===== config.mk =====
export PLATFORM = sky130hd
export DESIGN_NAME = rrmtp_front
export DESIGN_NICKNAME = d
export VERILOG_FILES = /design/src/hw/rtl/assert_macros.svh /design/src/hw/rtl/rrmtp_pkg.sv /design/src/hw/rtl/rrmtp_front.sv
export SDC_FILE = /design/constraint.sdc
export NUM_CORES = 1
export LEC_CHECK = 0
export ABC_AREA = 1
export BUFFER_PORTS_ARGS = -buffer_cell sky130_fd_sc_hd__buf_2
export CORE_MARGIN = 1.5
export CORE_UTILIZATION = 61
export DETAILED_ROUTE_END_ITERATION = 16
export PLACE_DENSITY = 0.86
export SYNTH_ARGS = -nofsm -noshare
export SYNTH_HDL_FRONTEND = slang
export SYNTH_SLANG_ARGS = --single-unit

===== constraint.sdc =====
create_clock -name clk -period 1.84 [get_ports clk]
set_input_delay 0 -clock clk [delete_from_list [all_inputs] [get_ports clk]]
set_output_delay 0 -clock clk [all_outputs]
set_load 0.03 [all_outputs]

===== src/hw/rtl/assert_macros.svh =====
// ---------------------------------------------------------------------------
// Assertion macros
// Shared shorthand for the concurrent checks of the RTL. The enclosing module
// must have a clock named clk and an active-high reset named rst.
// ---------------------------------------------------------------------------
`ifndef ASSERT_MACROS_SVH
`define ASSERT_MACROS_SVH

// A property that must hold at every clock edge outside reset.
`define ASSERT_PROP(lbl, prop, msg) \
  lbl: assert property (@(posedge clk) disable iff (rst) prop) else $error(msg);

// A condition that must never be true at a clock edge outside reset.
`define ASSERT_NEVER(lbl, cond, msg) \
  lbl: assert property (@(posedge clk) disable iff (rst) !(cond)) else $error(msg);

`endif


===== src/hw/rtl/rrmtp_pkg.sv =====
// ---------------------------------------------------------------------------
// rrmtp_pkg
// Types, codes and helpers shared by the postfix regex prefix evaluator.
// ---------------------------------------------------------------------------
package rrmtp_pkg;

  localparam int STACK_DEPTH_DEF = 64;
  localparam int MAX_LENGTH_DEF  = 65536;
  localparam int QUEUE_DEPTH     = 4;

  localparam int CFG_INDEX_W = 2;
  localparam int CFG_DATA_W  = 8;

  localparam logic [CFG_INDEX_W-1:0] REG_TARGET      = 2'd0;
  localparam logic [CFG_INDEX_W-1:0] REG_ALPHA_FIRST = 2'd1;
  localparam logic [CFG_INDEX_W-1:0] REG_ALPHA_LAST  = 2'd2;

  localparam logic [7:0] TARGET_RESET      = 8'd97;
  localparam logic [7:0] ALPHA_FIRST_RESET = 8'd97;
  localparam logic [7:0] ALPHA_LAST_RESET  = 8'd99;

  localparam logic [7:0] SYM_ONE  = 8'h31;
  localparam logic [7:0] SYM_PLUS = 8'h2B;
  localparam logic [7:0] SYM_CAT  = 8'h2E;
  localparam logic [7:0] SYM_STAR = 8'h2A;

  localparam logic [2:0] ST_OK         = 3'd0;
  localparam logic [2:0] ST_EMPTY      = 3'd1;
  localparam logic [2:0] ST_BAD_TARGET = 3'd2;
  localparam logic [2:0] ST_FEW_ARGS   = 3'd3;
  localparam logic [2:0] ST_UNKNOWN    = 3'd4;
  localparam logic [2:0] ST_EXTRA      = 3'd5;
  localparam logic [2:0] ST_OVERFLOW   = 3'd6;

  localparam logic [2:0] OP_PUSH     = 3'd0;
  localparam logic [2:0] OP_PLUS     = 3'd1;
  localparam logic [2:0] OP_CAT      = 3'd2;
  localparam logic [2:0] OP_STAR     = 3'd3;
  localparam logic [2:0] OP_UNKNOWN  = 3'd4;
  localparam logic [2:0] OP_OVERFLOW = 3'd5;
  localparam logic [2:0] OP_EMPTY    = 3'd6;

  localparam logic [30:0] LEN_INF   = 31'h7FFF_FFFF;
  localparam logic [31:0] WORD_INF  = 32'h7FFF_FFFF;
  localparam logic [31:0] WORD_NONE = 32'hFFFF_FFFF;
  localparam logic [31:0] WORD_ZERO = 32'h0000_0000;
  localparam logic [31:0] WORD_ONE  = 32'h0000_0001;

  // The word length is two's complement; all ones means no whole word.
  typedef struct packed {
    logic [30:0] prefix;
    logic [31:0] word;
  } pair_t;

  typedef struct packed {
    logic [2:0]  op;
    logic        last;
    logic        bad_target;
    logic        hit;
    logic        word_zero;
    logic [15:0] pos;
  } cmd_t;

  // When both operands are non-negative and below 2^31, the sum fits 32 bits.
  function automatic logic [31:0] sat_add(input logic [31:0] a, input logic [31:0] b);
    logic [31:0] s;
    s = a + b;
    return (s > WORD_INF) ? WORD_INF : s;
  endfunction

  function automatic logic [31:0] word_max(input logic [31:0] a, input logic [31:0] b);
    return ($signed(a) > $signed(b)) ? a : b;
  endfunction

endpackage


===== src/hw/rtl/rrmtp_front.sv =====
// ---------------------------------------------------------------------------
// rrmtp_front
// Holds the configuration, counts symbol positions and turns each accepted
// symbol into a stack command for the back end.
// ---------------------------------------------------------------------------
module rrmtp_front #(
  parameter int MAX_LENGTH = rrmtp_pkg::MAX_LENGTH_DEF
) (
  input  logic                               clk,
  input  logic                               rst,
  input  logic                               cfg_write,
  input  logic [rrmtp_pkg::CFG_INDEX_W-1:0]  cfg_index,
  input  logic [rrmtp_pkg::CFG_DATA_W-1:0]   cfg_data,
  input  logic [7:0]                         symbol,
  input  logic                               last,
  input  logic                               empty_expr,
  input  logic                               take,
  output rrmtp_pkg::cmd_t                    cmd
);
  import rrmtp_pkg::*;

  localparam int PW = $clog2(MAX_LENGTH + 1);

  logic [7:0]    target;
  logic [7:0]    alpha_first;
  logic [7:0]    alpha_last;
  logic [PW-1:0] position;
  logic [PW-1:0] position_next;
  logic          sym_in_alpha;
  logic          pos_full;

  always_ff @(posedge clk) begin
    if (rst) begin
      target      <= TARGET_RESET;
      alpha_first <= ALPHA_FIRST_RESET;
      alpha_last  <= ALPHA_LAST_RESET;
    end else if (cfg_write) begin
      case (cfg_index)
        REG_TARGET:      target      <= cfg_data;
        REG_ALPHA_FIRST: alpha_first <= cfg_data;
        REG_ALPHA_LAST:  alpha_last  <= cfg_data;
        default: ;
      endcase
    end
  end

  assign pos_full     = (position >= PW'(MAX_LENGTH));
  assign sym_in_alpha = (symbol >= alpha_first) && (symbol <= alpha_last);

  always_comb begin
    cmd            = '0;
    cmd.last       = last;
    cmd.bad_target = !((target >= alpha_first) && (target <= alpha_last));
    cmd.hit        = (symbol == target);
    cmd.word_zero  = (symbol == SYM_ONE);
    cmd.pos        = 16'(position);
    if (empty_expr) begin
      cmd.op = OP_EMPTY;
    end else if (pos_full) begin
      cmd.op = OP_OVERFLOW;
    end else if (sym_in_alpha || symbol == SYM_ONE) begin
      cmd.op = OP_PUSH;
    end else begin
      case (symbol)
        SYM_PLUS: cmd.op = OP_PLUS;
        SYM_CAT:  cmd.op = OP_CAT;
        SYM_STAR: cmd.op = OP_STAR;
        default:  cmd.op = OP_UNKNOWN;
      endcase
    end
  end

  always_comb begin
    position_next = position;
    if (empty_expr || last) begin
      position_next = '0;
    end else if (!pos_full) begin
      position_next = position + 1'b1;
    end
  end

  always_ff @(posedge clk) begin
    if (rst) begin
      position <= '0;
    end else if (take) begin
      position <= position_next;
    end
  end

endmodule


==> metrics, run 1 <==
Crit Path Category reg -> out; Root Buffer clkbuf_8; Reg-to-Reg Start position[0]$_SDFFE_PP0P_; post-route design area 0.00328 mm²; DP HPWL 4.89 mm; Hold Slack 69.6 ps; Slew headroom 0.559; Startpoint Class flop; Routed WL per cell 14.6 µm; Cells after Synth 375; Worst-Margin Slew 660 ps; largest net degree at the start of global routing 26; Total Power 2.07 mW; syn_area_per_cell 7.30 µm²; min-delay src cfg_index[1]; failing checks negative setup slack; dpl ws 264 ps; share of cells above drive strength 1 0.262; vias in the first global route 2492; net count after synthesis roughly 430; CTS tree done; initial antenna violation count 0; final net count approximately 480; detailed route wirelength on metal3 326 µm; Area growth syn-to-layout 19.9%; Setup WS post-layout -33.8 ps; antenna-violating nets left 0; Num CTS Buffers 5; FF/Latch Area 830 µm²; ANT cells 0; Synth top cells by count nand2_1, inv_1, dfxtp_1; Leak between 1.5 and 2 nW; Yosys cell types 33; Hold Vio Cnt, Final 0; routed vias 2625; placement row count 24; Final Instance Count excl. Fillers ~470; top layer in use met4; DR vias/cell 5.56; worst min path class in -> reg; ys async rst share 0; Final Cycle Share 1.02; largest area contributor in the netlist dfxtp_1; die height 70.0 µm; Achievable Freq 534 MHz; CTS max path bufs 2; Crit. End Element output pin; first-pass GRT wire length between 10 and 15 mm; clk slew on worst S/H paths 70 ps; Total Wirelength between 6 and 7 mm; Worst Path Max Fanout 3; I/O Buffers 46; Arr. time, crit path about 1900 ps; post-synthesis sequential area ratio 0.300; placed inst area 0.00290 mm²; Worst R2R Setup Slack 360 ps; worst-skew pair later-pin latency 300 ps; Hold Path End alpha_first[0]$_SDFFE_PP1P_; final setup TNS -40.4 ps; top-level I/O count 47; CTS sink cnt 41; Clock Skew 1.62 ps; Residual DRC 0; Final Core Density 0.759; Warnings, synthesis 0; dominant synthesized flop cell dfxtp_1; share of the synthesized area in the top cell type 0.300; Slew Limit Fails 0; CTS H-tree depth 2; worst flop-to-flop path endpoint position[8]$_SDFFE_PP0P_; number of synthesized flops with an enable pin 0; Post-Syn Area 0.00274 mm²; count leader, synth nand2_1; placed insts 454; GRT Util Overall 0.272; core box area 0.00432 mm²; gr ovfl total 0; Synth area leaders dfxtp_1, ha_1, nand2_1; hold path depth 4; final setup vio count 2; Multi-input gate area 0.00172 mm²; 1st-iter DRT viols 95; wl on met1 around 3 mm; Tmin final 1870 ps; Die ar. 0.00490 mm²; #FFs+latches synth 41; outcome finished, violations left; max cap viols 0; met2 WL approximately 3.5 mm; Worst EP required around 1800 ps; Starting Density 0.633; Worst R2R Path Depth 9; maximum vdd drop 0.000510 V; Detailed Routing Iterations Pass 1 6; Final Wtd Congestion between 0.8 and 0.9; Fillers between 300 and 400; die width 70.0 µm; Power Dens Cells 632 mW/mm²; RSZ-0062 raised after global routing yes
## cells by family (layout without fill, tap and decap cells)
logic type | after synthesis | after routing | synth area share
adders and majority gates | 34 | 34 | 0.155
DFF | 41 | 41 | 0.300
xor gates and xnor gates | 8 | 8 | 0.0256
buffers and inverters | 75 | 120 | 0.127
AOI/OAI and AO/OA | 75 | 75 | 0.158
and+or+nand+nor | 142 | 142 | 0.235
## final cells by class
class,instances,share of cell area
Tap cell,52,0.0198
Clock inverter,1,0.00152
Timing Repair Buffer,57,0.110
Multi-Input combinational cell,259,0.523
Clock buffer,7,0.0293
Sequential cell,41,0.253
Inverter,55,0.0640
## worst max path at each step
stage,to,cells past startpoint,slack [ps],from
after floorplan,cmd[21],10,70,alpha_last[7]$_SDFFE_PP0P_
after global placement,cmd[21],11,290,alpha_last[7]$_SDFFE_PP0P_
after CTS,cmd[20],13,-2,alpha_last[1]$_SDFFE_PP1P_
after detailed placement,cmd[21],11,260,alpha_first[7]$_SDFFE_PP0P_
after global routing,cmd[20],11,-140,alpha_last[5]$_SDFFE_PP1P_
final,cmd[20],9,-30,alpha_first[5]$_SDFFE_PP1P_
## placed cells by master, fill, tap and decap left out, types with 2 or more instances in the layout
master	count
a21oi_1	30
a21oi_2	4
a21oi_4	2
a31oi_1	2
buf_2	42
buf_4	2
buf_6	4
clkbuf_8	7
clkinv_2	2
dfxtp_1	34
dfxtp_2	7
dlygate4sd3_1	9
ha_1	27
ha_4	7
inv_1	45
inv_2	8
nand2_1	61
nand2_2	8
nand3_1	11
nand3_2	3
nand4_1	7
nor2_1	32
nor2_2	3
nor2_4	2
nor3_1	8
nor3_2	3
o211ai_1	7
o21ai_0	21
o21ai_1	2
o21ai_2	2
xnor2_1	8
## state kept, by name, summed over array words and instances, names as in the netlist
name         cells
alpha_first      8
alpha_last       8
position        17
target           8
## critical path, stage by stage, from the launching register on
cell and delay (ps):
dfxtp_1 310, inv_1 80, ha_1 300, a21oi_1 160, o21a_1 140, nand2_1 80
nand2_2 100, nand3_2 80, a21oi_2 170, buf_6 150
## where the power goes
group          internal [mW]  switching (mW)
logic                  0.197           0.284
registers              0.917          0.0233
clock network          0.339           0.315
total                   1.45           0.622
## layer usage
layer  GRT usage  up-vias
li1            -     1311
met1       0.306     1213
met2       0.486       85
met3      0.0563       16
met4       0.132        0
met5           0        -
## timing repair
item                                    in CTS  in global routing
setup buffers                                0                  1
hold buffers                                 9                  0
pin swaps                                    0                 14
gates resized for setup                      4                 46
endpoints found under the setup margin       2                  4
endpoints found under the hold margin       15                  0
(Power assumes the default switching activity.)
==> inputs of run 2 (changes only) <==
--- a/config.mk
+++ b/config.mk
@@ -13,2 +13,3 @@
 export PLACE_DENSITY = 0.86
+export SKIP_CTS_REPAIR_TIMING = 1
 export SYNTH_ARGS = -nofsm -noshare
==> constraint.sdc (replaced) <==
create_clock -name clk -period 2.38 [get_ports clk]
set_input_delay 0.476 -clock clk [delete_from_list [all_inputs] [get_ports clk]]
set_output_delay 0.476 -clock clk [all_outputs]
set_load 0.03 [all_outputs]
==> run 2 against run 1 <==
  * The run now ends clean
  * Clock skew hardly changed
  * Sequential power is 23% lower
  * Critical path depth is 2 higher
==> metrics, run 2 (synthesis results as in run 1) <==
outcome complete, no violations; maximum vdd drop 0.000467 V (-8.4%); ANT cells 0 (unchanged); share of cells above drive strength 1 0.249 (-0.0131); Die ar. 0.00490 mm² (unchanged); largest net degree at the start of global routing 26 (unchanged); post-route design area 0.00317 mm² (-3.3%); CTS max path bufs 2 (unchanged); Power Dens Cells 522 mW/mm² (-17%); clk slew on worst S/H paths 80 ps (about the same); gr ovfl total 0 (unchanged); CTS sink cnt 41 (unchanged); Num CTS Buffers 5 (unchanged); RSZ-0062 raised after global routing yes; CTS H-tree depth 2 (unchanged); die width 70.0 µm (unchanged); Worst Path Max Fanout 3 (unchanged); first-pass GRT wire length 10.1 mm (-5.3%); placed inst area 0.00292 mm² (+0.52%); Routed WL per cell 13.7 µm (-6.1%); Clock Skew 1.14 ps (-0.479 ps); Slew headroom 0.557 (-0.00185); GRT Util Overall 0.254 (-0.0180); I/O Buffers 46 (unchanged); Final Core Density 0.734 (-0.0252); worst-skew pair later-pin latency 300 ps (about the same); final net count 471 (-1.3%); Root Buffer clkbuf_8; Area growth syn-to-layout 15.9%; Total Wirelength 6.37 mm (-7.3%); max cap viols 0 (unchanged); final setup TNS 0 ps (+40.4 ps); die height 70.0 µm (unchanged); worst min path class in -> reg; most common cell after layout, fill and taps aside nand2_1; Arr. time, crit path 1860 ps (about the same); Final Wtd Congestion 0.890 (+0.52%); vias in the first global route 2383 (-4.4%); initial antenna violation count 0 (unchanged); most frequent cells in the layout nand2_1, inv_1, buf_2, dfxtp_1; final setup vio count 0 (-2); DR vias/cell 5.48 (-1.5%); Tmin final 2330 ps; core box area 0.00432 mm² (unchanged); Achievable Freq around 430 MHz; top-level I/O count 47 (unchanged); Starting Density 0.633 (unchanged); 1st-iter DRT viols 91 (-4.2%); Crit. End Element output pin; Slew Limit Fails 0 (unchanged); placement row count 24 (unchanged); Startpoint Class flop; routed vias 2552 (-2.8%); Hold Vio Cnt, Final 0 (unchanged); Worst EP required 1900 ps (+60 ps); Detailed Routing Iterations Pass 1 4 (-2); DP HPWL 4.81 mm (-1.6%); Final Cycle Share 0.980; Crit Path Category reg -> out; Leak 1.53 nW (-2.0%); Fillers 360 (+5.9%); Most flops, register position; Worst-Margin Slew 663 ps (+2.77 ps); Hold Slack 398 ps (+329 ps); antenna-violating nets left 0 (unchanged); max FFs per register 17 (unchanged); Residual DRC 0 (unchanged); CTS tree done
run 2: final timing paths:
path	from	endpoint	slack (ps)	cells after the start
setup / recovery	alpha_last[6]$_SDFFE_PP1P_	cmd[20]	50	11
hold / removal	rst	position[1]$_SDFFE_PP0P_	400	2
setup reg to reg	position[0]$_SDFFE_PP0P_	position[14]$_SDFFE_PP0P_	980	11
hold reg to reg	position[9]$_SDFFE_PP0P_	position[9]$_SDFFE_PP0P_	460	2
run 2: power by group:
part | leakage, nW | total (mW) | switching (mW) | internal (mW)
combinational | 1.14 | 0.339 | 0.206 | 0.133
sequential | 0.334 | 0.726 | 0.0178 | 0.708
clock | 0.0574 | 0.592 | 0.251 | 0.341
run 2: area by class of cell:
| class | instances | area (µm²) | area share |
|---|---|---|---|
| multi-input combinational | 259 | 1670 | 0.526 |
| sequential | 41 | 825 | 0.260 |
| timing repair buffer | 51 | 283 | 0.0891 |
| inverter | 55 | 213 | 0.0670 |
| clock buffer | 6 | 82.6 | 0.0260 |
| tap | 52 | 65.1 | 0.0205 |
| clock inverter | 2 | 37.5 | 0.0118 |
run 2: critical path, cell delays in order (launching register included):
cell and delay [ps]:
dfxtp_1 310, inv_1 70, ha_1 300, nand2_2 80, nor2_1 140, nor2_1 50, nand2_1 60, nand2_1 60
nand2_2 100, nand3_2 80, a21oi_2 160, buf_6 140
run 2: metrics by stage:
stage	setup slack (ps)	power, mW	std cells
final	48.3	1.66	466
after global routing	-65.1	1.73	466
after CTS	7.21	1.63	464
after detailed placement	103	1.04	456
after global placement	115	1.03	456
after floorplan	160	0.942	375
run 2: metal layers:
| metal | part of all wire | track usage | up-vias | wire, µm |
|---|---|---|---|---|
| met1 | 0.43 | 0.299 | 1156 | 2710 |
| met4 | 0.028 | 0.107 | 0 | 177 |
| met3 | 0.051 | 0.0476 | 20 | 322 |
| met5 | 0 | 0 | - | 0 |
| met2 | 0.50 | 0.450 | 75 | 3160 |
| li1 | - | - | 1301 | - |
