==> config.mk <==
export PLATFORM = sky130hd
export DESIGN_NAME = rrmtp_fifo
export DESIGN_NICKNAME = d
export VERILOG_FILES = /design/src/hw/rtl/rrmtp_pkg.sv /design/src/hw/rtl/rrmtp_fifo.sv
export VERILOG_INCLUDE_DIRS = /design/src /design/src/hw/rtl
export SDC_FILE = /design/constraint.sdc
export NUM_CORES = 1
export LEC_CHECK = 0
export ABC_AREA = 1
export BUFFER_PORTS_ARGS = -buffer_cell sky130_fd_sc_hd__buf_2
export CORE_ASPECT_RATIO = 1.1
export CORE_MARGIN = 3
export CORE_UTILIZATION = 47
export CTS_CLUSTER_DIAMETER = 150
export DETAILED_ROUTE_END_ITERATION = 8
export PLACE_DENSITY = 0.69
export SYNTH_ARGS = -nofsm -noshare
export SYNTH_HDL_FRONTEND = slang
export SYNTH_SLANG_ARGS = --single-unit
==> constraint.sdc <==
create_clock -name clk -period 4.5 [get_ports clk]
set_input_delay 0.225 -clock clk [delete_from_list [all_inputs] [get_ports clk]]
set_output_delay 0.225 -clock clk [all_outputs]
set_load 0.01 [all_outputs]
==> src/hw/rtl/assert_macros.svh <==
// ---------------------------------------------------------------------------
// Assertion macros
// Shared shorthand for the concurrent checks of the RTL. The enclosing module
// must have a clock named clk and an active-high reset named rst.
// ---------------------------------------------------------------------------
`ifndef ASSERT_MACROS_SVH
`define ASSERT_MACROS_SVH

// A property that must hold at every clock edge outside reset.
`define ASSERT_PROP(lbl, prop, msg) \
  lbl: assert property (@(posedge clk) disable iff (rst) prop) else $error(msg);

// A condition that must never be true at a clock edge outside reset.
`define ASSERT_NEVER(lbl, cond, msg) \
  lbl: assert property (@(posedge clk) disable iff (rst) !(cond)) else $error(msg);

`endif

==> src/hw/rtl/rrmtp_pkg.sv <==
// ---------------------------------------------------------------------------
// rrmtp_pkg
// Types, codes and helpers shared by the postfix regex prefix evaluator.
// ---------------------------------------------------------------------------
package rrmtp_pkg;

  localparam int STACK_DEPTH_DEF = 64;
  localparam int MAX_LENGTH_DEF  = 65536;
  localparam int QUEUE_DEPTH     = 4;

  localparam int CFG_INDEX_W = 2;
  localparam int CFG_DATA_W  = 8;

  localparam logic [CFG_INDEX_W-1:0] REG_TARGET      = 2'd0;
  localparam logic [CFG_INDEX_W-1:0] REG_ALPHA_FIRST = 2'd1;
  localparam logic [CFG_INDEX_W-1:0] REG_ALPHA_LAST  = 2'd2;

  localparam logic [7:0] TARGET_RESET      = 8'd97;
  localparam logic [7:0] ALPHA_FIRST_RESET = 8'd97;
  localparam logic [7:0] ALPHA_LAST_RESET  = 8'd99;

  localparam logic [7:0] SYM_ONE  = 8'h31;
  localparam logic [7:0] SYM_PLUS = 8'h2B;
  localparam logic [7:0] SYM_CAT  = 8'h2E;
  localparam logic [7:0] SYM_STAR = 8'h2A;

  localparam logic [2:0] ST_OK         = 3'd0;
  localparam logic [2:0] ST_EMPTY      = 3'd1;
  localparam logic [2:0] ST_BAD_TARGET = 3'd2;
  localparam logic [2:0] ST_FEW_ARGS   = 3'd3;
  localparam logic [2:0] ST_UNKNOWN    = 3'd4;
  localparam logic [2:0] ST_EXTRA      = 3'd5;
  localparam logic [2:0] ST_OVERFLOW   = 3'd6;

  localparam logic [2:0] OP_PUSH     = 3'd0;
  localparam logic [2:0] OP_PLUS     = 3'd1;
  localparam logic [2:0] OP_CAT      = 3'd2;
  localparam logic [2:0] OP_STAR     = 3'd3;
  localparam logic [2:0] OP_UNKNOWN  = 3'd4;
  localparam logic [2:0] OP_OVERFLOW = 3'd5;
  localparam logic [2:0] OP_EMPTY    = 3'd6;

  localparam logic [30:0] LEN_INF   = 31'h7FFF_FFFF;
  localparam logic [31:0] WORD_INF  = 32'h7FFF_FFFF;
  localparam logic [31:0] WORD_NONE = 32'hFFFF_FFFF;
  localparam logic [31:0] WORD_ZERO = 32'h0000_0000;
  localparam logic [31:0] WORD_ONE  = 32'h0000_0001;

  // The word length is two's complement; all ones means no whole word.
  typedef struct packed {
    logic [30:0] prefix;
    logic [31:0] word;
  } pair_t;

  typedef struct packed {
    logic [2:0]  op;
    logic        last;
    logic        bad_target;
    logic        hit;
    logic        word_zero;
    logic [15:0] pos;
  } cmd_t;

  // When both operands are non-negative and below 2^31, the sum fits 32 bits.
  function automatic logic [31:0] sat_add(input logic [31:0] a, input logic [31:0] b);
    logic [31:0] s;
    s = a + b;
    return (s > WORD_INF) ? WORD_INF : s;
  endfunction

  function automatic logic [31:0] word_max(input logic [31:0] a, input logic [31:0] b);
    return ($signed(a) > $signed(b)) ? a : b;
  endfunction

endpackage

==> src/hw/rtl/rrmtp_fifo.sv <==
// ---------------------------------------------------------------------------
// rrmtp_fifo
// Short command queue between the front end and the stack back end.
// ---------------------------------------------------------------------------
`include "assert_macros.svh"

module rrmtp_fifo #(
  parameter int DEPTH = rrmtp_pkg::QUEUE_DEPTH
) (
  input  logic            clk,
  input  logic            rst,
  input  logic            push,
  input  rrmtp_pkg::cmd_t wdata,
  output logic            full,
  input  logic            pop,
  output rrmtp_pkg::cmd_t rdata,
  output logic            nonempty
);
  import rrmtp_pkg::*;

  localparam int AW = (DEPTH > 1) ? $clog2(DEPTH) : 1;
  localparam int CW = $clog2(DEPTH + 1);

  cmd_t          slots [DEPTH];
  logic [AW-1:0] wptr;
  logic [AW-1:0] rptr;
  logic [CW-1:0] count;

  assign full     = (count == CW'(DEPTH));
  assign nonempty = (count != '0);
  assign rdata    = slots[rptr];

  always_ff @(posedge clk) begin
    if (push) begin
      slots[wptr] <= wdata;
    end
  end

  always_ff @(posedge clk) begin
    if (rst) begin
      wptr  <= '0;
      rptr  <= '0;
      count <= '0;
    end else begin
      if (push) begin
        wptr <= (wptr == AW'(DEPTH - 1)) ? '0 : wptr + 1'b1;
      end
      if (pop) begin
        rptr <= (rptr == AW'(DEPTH - 1)) ? '0 : rptr + 1'b1;
      end
      if (push && !pop) begin
        count <= count + 1'b1;
      end else if (pop && !push) begin
        count <= count - 1'b1;
      end
    end
  end

  `ASSERT_NEVER(a_fifo_overrun, push && full, "command written into a full queue")
  `ASSERT_PROP(a_fifo_grow, (push && !pop) |=> (count == $past(count) + 1'b1), "queue fill count lost a transfer")

endmodule

==> impl_metrics.csv, run 1 <==
group,metric,value,unit
synth,ys_warn_count,0,
detailed_routing,drt_wl_total,6780,um
setup_path,endpoint_kind,"output pin",
synth,synth-async-reset-ratio,0,%
setup_path,required,4280,ps
pwr,total_power,1.81,mW
global_route,grt_start_max_net_pins,48,
finish,final_cell_count_no_fill,444,
placement,final_weighted_congestion_of_routability_driven_global_placement,0.729,
hold_path,timing.hold.worst.class,"in -> reg",
floorplanning,initial_core_util,48.7,%
finish,drive_above_1_share,19.7,%
timing,final_critical_path_setup_slack,2230,ps
floorplanning,die_h,101,um
global_route,grt_first_pass_wirelength,11000,um
global_route,number_of_global_route_vias_before_repair,2229,
clock_network,worstSkewPairLatency,360,ps
timing,final.min_clock_period,2270,ps
clock_network,ctsLongestPathBuffers,2,
clock_network,post_cts.resized_instances,0,
synth,netlist.top_cell.by_area,"sky130_fd_sc_hd__edfxtp_1",
clock_network,clock-root-buffer,"sky130_fd_sc_hd__clkbuf_8",
detailed_routing,drtAntennaViolNets,0,
pwr,p_per_area,416,nW/um2
timing,tightestPinTransition,1070,ps
synth,synth_area_per_inst,13.8,um2
clock_network,clk_transition_reported_paths,80,ps
setup_path,ordered_cell_list_for_the_critical_path,"inv_2, o21ai_1, o22ai_1, buf_2",
timing,setup_repair_after_global_routing_missed_its_margin,"false",
floorplanning,die-width,92.8,um
detailed_routing,drt_first_pass_iters,4,
global_route,globalRoute.totalOverflow,0,
detailed_routing,detail_route.vias_per_cell,5.09,
pwr,cellLeakagePower,1.59,nW
timing,worst_clock_skew,6.33,ps
timing,timing.max_slew.rel_slack,28.8,%
detailed_routing,via_count_of_the_routed_design,2262,
clock_network,hold_fix_buffers_at_cts,0,
global_route,all_layer_global_routing_usage,15.6,%
synth,share_of_the_yosys_chip_area_belonging_to_registers,75.6,%
finish,layout.area.seq,2940,um2
clock_network,clock_sinks,101,
synth,post_synth_main_area_contributors,"sky130_fd_sc_hd__edfxtp_1 (71%), sky130_fd_sc_hd__nor2_1 (5.3%), sky130_fd_sc_hd__dfxtp_1 (4.6%)",
global_route,grt_antenna_before_repair,0,
setup_path,worstPathArrival,2040,ps
finish,finalNetCount,365,
detailed_routing,post-route-drc-count,0,
synth,synth.top_cell.area_share,71.0,%
run_status,outcome,"finished, final reports clean",
synth,post_synthesis_sequential_element_count,101,
floorplanning,total_i_o_pin_count,52,
placement,dp_hpwl,3970,um
synth,ys.flop_type,"sky130_fd_sc_hd__edfxtp_1",
synth,synth_most_common_cell,"sky130_fd_sc_hd__edfxtp_1",
timing,timing.final.hold_violations,0,
placement,place.port_buffers,51,
pwr,irDropWorstVdd,0.207,mV
floorplanning,floorplan.die_area,9410,um2
setup_path,critical_path_class,"reg -> out",
timing,max_freq,0.441,GHz
placement,place.detailed.instances,428,
synth,synth_nets,316,
timing,timing_max_transition_violations_final,0,
setup_path,critical_path.startpoint_type,"flop",
floorplanning,placement_rows,34,
synth,mapped_cell_area,3890,um2
timing,finalSetupViolations,0,
clock_network,tritoncts,"built",
clock_network,cts-htree-levels,3,
detailed_routing,detailedRoute.firstIterationViolations,136,
setup_path,critPathSlowestCell,"sky130_fd_sc_hd__dfxtp_1",
setup_path,crit_path_max_incr_delay,850,ps
synth,synth_enable_flop_cells,92,
synth,synthesis.instances,282,
synth,ys_types,21,
finish,fillerInstances,685,
setup_path,path_max_fanout,24,
timing,final_min_period_over_clock_period,50.4,%
floorplanning,design.core.area,8000,um2
run,max_capacitance_violation_total,0,
clock_network,post-cts-setup-buffers,0,
finish,layout_utilization,54.5,%
clock_network,cts_buffers,9,
finish,syn2layout_area_growth,12.0,%
detailed_routing,routedWlPerCell,15.3,um
synth,yosys-top-cells-count,"sky130_fd_sc_hd__edfxtp_1 (92), sky130_fd_sc_hd__nor2_1 (55), sky130_fd_sc_hd__o21ai_0 (30), sky130_fd_sc_hd__o22ai_1 (23), sky130_fd_sc_hd__o21ai_1 (19)",
finish,multi_input_comb_area,774,um2
placement,pre_cts_slack,2580,ps
timing,final.setup.tns,0,ps
==> state kept, by name (all words and copies together), names as in the netlist, named ones only <==
| signal | count |
|---|---|
| rptr | 2 |
| count | 3 |
| slots | 92 |
| wptr | 2 |
==> logic make-up after synthesis <==
| kind of cell | share of synthesized area [%] |
|---|---|
| AO/OA/AOI/OAI | 10.4 |
| XOR/XNOR | 0.225 |
| adder cells (fa/ha/maj) | 2.44 |
| buffers and inverters | 4.50 |
| flip-flops | 75.6 |
| AND/OR/NAND/NOR | 6.85 |
==> report_power, final <==
| part | internal [mW] | leakage, nW | switching, mW | total [mW] |
|---|---|---|---|---|
| clock | 0.249 | 0.0916 | 0.282 | 0.530 |
| combinational | 0.0694 | 0.582 | 0.116 | 0.186 |
| sequential | 1.07 | 0.920 | 0.0282 | 1.10 |
==> per-layer routing <==
layer	GRT usage, %	wire length (um)	up-vias
met2	26.5	3510	48
met3	4.16	343	8
met1	18.5	2830	1079
li1	-	-	1127
met4	7.89	93	0
met5	0	0	-
==> worst paths after layout <==
kind | depth (start not counted) | slack [ps] | to | from
setup / recovery | 4 | 2230 | rdata[7] | flop
hold / removal | 2 | 80 | wptr[0] | rst
setup reg to reg | 3 | 2690 | slots[3][12] | wptr[0]
hold reg to reg | 3 | 540 | count[2] | count[2]
==> final cells by class <==
type / count / share of cell area [%]
diodes: 1 / 0.0574
well taps: 108 / 3.10
inverters: 16 / 1.55
clock buffers: 9 / 2.84
multi-input cells: 152 / 17.8
flip-flops and latches: 101 / 67.6
clock inverters: 6 / 1.26
repair buffers: 51 / 5.86
==> through the flow <==
| step | cell area, um2 | hold WS (ps) |
|---|---|---|
| after floorplan | 3890 | 297 |
| after global placement | 4180 | 440 |
| after detailed placement | 4180 | 444 |
| after CTS | 4360 | 62.7 |
| after global routing | 4360 | 66.3 |
| final | 4360 | 77.4 |
==> cell usage in the layout (no fill, tap or decap) <==
| cell type | netlist | final |
|---|---|---|
| sky130_fd_sc_hd__nand4_1 | 1 | 1 |
| sky130_fd_sc_hd__nor3_1 | 3 | 3 |
| sky130_fd_sc_hd__o21ai_1 | 19 | 19 |
| sky130_fd_sc_hd__inv_1 | 14 | 14 |
| sky130_fd_sc_hd__o22ai_1 | 23 | 23 |
| sky130_fd_sc_hd__xor2_1 | 1 | 1 |
| sky130_fd_sc_hd__dfxtp_2 | 0 | 1 |
| sky130_fd_sc_hd__clkbuf_8 | 0 | 9 |
| sky130_fd_sc_hd__fa_1 | 1 | 1 |
| sky130_fd_sc_hd__nand2_1 | 9 | 9 |
| sky130_fd_sc_hd__dfxtp_1 | 9 | 8 |
| sky130_fd_sc_hd__o21ai_0 | 30 | 30 |
| sky130_fd_sc_hd__ha_1 | 6 | 6 |
| sky130_fd_sc_hd__buf_2 | 4 | 51 |
| sky130_fd_sc_hd__clkinv_2 | 0 | 1 |
| sky130_fd_sc_hd__inv_8 | 1 | 1 |
| sky130_fd_sc_hd__bufinv_16 | 0 | 1 |
| sky130_fd_sc_hd__clkinv_4 | 0 | 1 |
| sky130_fd_sc_hd__diode_2 | 0 | 1 |
| sky130_fd_sc_hd__nor2_1 | 55 | 55 |
| sky130_fd_sc_hd__nand3_1 | 1 | 1 |
| sky130_fd_sc_hd__clkinv_1 | 0 | 3 |
| sky130_fd_sc_hd__a21oi_1 | 3 | 3 |
| sky130_fd_sc_hd__edfxtp_1 | 92 | 92 |
| sky130_fd_sc_hd__inv_2 | 1 | 1 |
==> critical path: cells and delay by family, from the launching register on <==
kind / cells / cell delay (ps)
AO/OA/AOI/OAI: 2 / 300
buffers and inverters: 2 / 530
flip-flops: 1 / 850
Note: power is estimated with default switching activity, not from simulation.
==> run 2, diff against run 1 <==
- PLACE_DENSITY: 0.69 -> 0.72
- clock period: 4.5 -> 1.95 ns (I/O delays scaled with it)
==> impl_metrics.csv, run 2 (same netlist as run 1, synthesis figures left out) <==
group,metric,value,unit
detailed_routing,via_count_of_the_routed_design,2401,
finish,max_flop_register,"slots",
detailed_routing,post-route-drc-count,0,
placement,final_weighted_congestion_of_routability_driven_global_placement,0.776,
setup_path,critical_path.top_delay_family,"flip-flops",
global_route,all_layer_global_routing_usage,16.5,%
timing,timing.max_slew.rel_slack,75.7,%
finish,antenna_fix_cells,0,
global_route,grt_start_max_net_pins,47,
clock_network,ctsLongestPathBuffers,2,
pwr,p_switching,1.05,mW
finish,fillerInstances,651,
finish,finalNetCount,396,
timing,finalSetupViolations,0,
finish,syn2layout_area_growth,20.1,%
detailed_routing,detailedRoute.firstIterationViolations,134,
global_route,number_of_global_route_vias_before_repair,2358,
floorplanning,design.core.area,8000,um2
timing,final_critical_path_setup_slack,193,ps
detailed_routing,wl_met3,408,um
placement,dp_hpwl,4460,um
timing,final.min_clock_period,1760,ps
setup_path,worstPathArrival,1660,ps
clock_network,clock_sinks,101,
pwr,power.sequential.fraction,58.2,%
clock_network,clk_transition_reported_paths,90,ps
clock_network,cts_buffers,9,
finish,drive_above_1_share,21.0,%
timing,final.setup.tns,0,ps
pwr,clockPowerShare,30.2,%
timing,timing.final.hold_violations,0,
placement,pre_cts_slack,477,ps
timing,final_min_period_over_clock_period,90.1,%
run,max_capacitance_violation_total,0,
clock_network,clock-root-buffer,"sky130_fd_sc_hd__clkbuf_8",
finish,largest_register_ff_count,92,
setup_path,crit_path_max_incr_delay,550,ps
hold_path,timing.hold.worst.class,"in -> reg",
setup_path,critical_path_class,"reg -> out",
clock_network,tritoncts,"built",
pwr,total_power,4.32,mW
timing,tightestPinTransition,365,ps
detailed_routing,drtAntennaViolNets,0,
finish,largest_registers_in_the_final_layout,"slots (92), count (3)",
finish,layout_common_cells,"sky130_fd_sc_hd__edfxtp_1 (92), sky130_fd_sc_hd__nor2_1 (55), sky130_fd_sc_hd__buf_2 (51)",
setup_path,critical_path.startpoint_type,"flop",
floorplanning,initial_core_util,48.7,%
floorplanning,placement_rows,34,
pwr,p_sw_share,24.4,%
detailed_routing,routedWlPerCell,15.5,um
global_route,globalRoute.totalOverflow,0,
detailed_routing,drt_wl_total,7360,um
clock_network,post-cts-setup-buffers,0,
placement,place.port_buffers,51,
setup_path,ordered_cell_list_for_the_critical_path,"buf_4, o21ai_0, o22ai_1, buf_2",
pwr,p_per_area,925,nW/um2
detailed_routing,detail_route.vias_per_cell,5.05,
floorplanning,floorplan.die_area,9410,um2
finish,commonest_non_fill_non_tap_cell_in_the_layout,"sky130_fd_sc_hd__edfxtp_1",
finish,layout_utilization,58.4,%
pwr,cellLeakagePower,1.74,nW
setup_path,endpoint_kind,"output pin",
setup_path,path_max_fanout,15,
floorplanning,total_i_o_pin_count,52,
pwr,p_comb_share,11.6,%
clock_network,worstSkewPairLatency,360,ps
detailed_routing,drt_first_pass_iters,4,
setup_path,required,1850,ps
global_route,grt_first_pass_wirelength,11700,um
detailed_routing,top_metal_used,"met4",
detailed_routing,route.layer.met1.wl,3240,um
detailed_routing,detailroute.wirelength.met2,3530,um
timing,worst_clock_skew,5.55,ps
setup_path,critPathSlowestCell,"sky130_fd_sc_hd__dfxtp_1",
global_route,grt_antenna_before_repair,0,
pwr,irDropWorstVdd,0.457,mV
timing,max_freq,0.569,GHz
floorplanning,die-width,92.8,um
clock_network,cts-htree-levels,3,
floorplanning,die_h,101,um
setup_path,critical_path_buf_inv_count,2,
pwr,power.internal,3.27,mW
run_status,outcome,"finished, final reports clean",
timing,setup_repair_after_global_routing_missed_its_margin,"false",
timing,timing_max_transition_violations_final,0,
-- run 2: power by group through the flow --
| stage | Clock [mW] | Combinational, mW | Sequential, mW |
|---|---|---|---|
| 2_1_floorplan | 0 | 0.306 | 2.54 |
| 3_3_place_gp | 0 | 0.461 | 2.56 |
| 3_5_place_dp | 0 | 0.472 | 2.56 |
| 4_1_cts | 1.35 | 0.511 | 2.51 |
| 5_1_grt | 1.41 | 0.565 | 2.52 |
| 6_report | 1.30 | 0.503 | 2.51 |
-- run 2: metrics by stage --
| step | area [um2] | std cells | hold slack [ps] |
|---|---|---|---|
| 6_report | 4670 | 475 | 95.6 |
| 5_1_grt | 4670 | 475 | 95.2 |
| 4_1_cts | 4670 | 475 | 86.4 |
| 3_5_place_dp | 4230 | 435 | 315 |
| 3_3_place_gp | 4230 | 435 | 313 |
| 2_1_floorplan | 3890 | 282 | 170 |
-- run 2: final timing paths --
check | startpoint | endpoint | slack (ps) | cells after the start
worst max-delay path | flop | rdata[10] | 190 | 4
worst min-delay path | pop | rptr[1] | 100 | 3
worst max register to register | wptr[0] | slots[3][5] | 570 | 4
worst min register to register | wptr[1] | wptr[1] | 530 | 2
-- run 2: cell type report --
class	instances	area (um2)	share of cell area, %
Clock inverter	7	75.1	1.61
Inverter	16	70.1	1.50
Clock buffer	9	124	2.65
Timing Repair Buffer	82	548	11.7
Tap cell	108	135	2.89
Multi-Input combinational cell	152	774	16.6
Sequential cell	101	2950	63.1
-- run 2: timing repair --
item	4_1_cts	5_1_grt
endpoints found under the setup margin	0	2
resized for setup	0	3
hold buffers	24	0
endpoints found under the hold margin	96	0
-- run 2: metal layers --
layer  up-vias  GRT usage, %
met1      1131          20.5
met4         0          7.55
met5         -             0
met3        13          4.61
li1       1192             -
met2        65          27.0
-- run 2: worst reg2reg max path: stages, from the launching register on --
cell and delay [ps]:
sky130_fd_sc_hd__dfxtp_1 410, sky130_fd_sc_hd__ha_1 200, sky130_fd_sc_hd__nand2_1 50, sky130_fd_sc_hd__inv_1 50, sky130_fd_sc_hd__buf_4 330
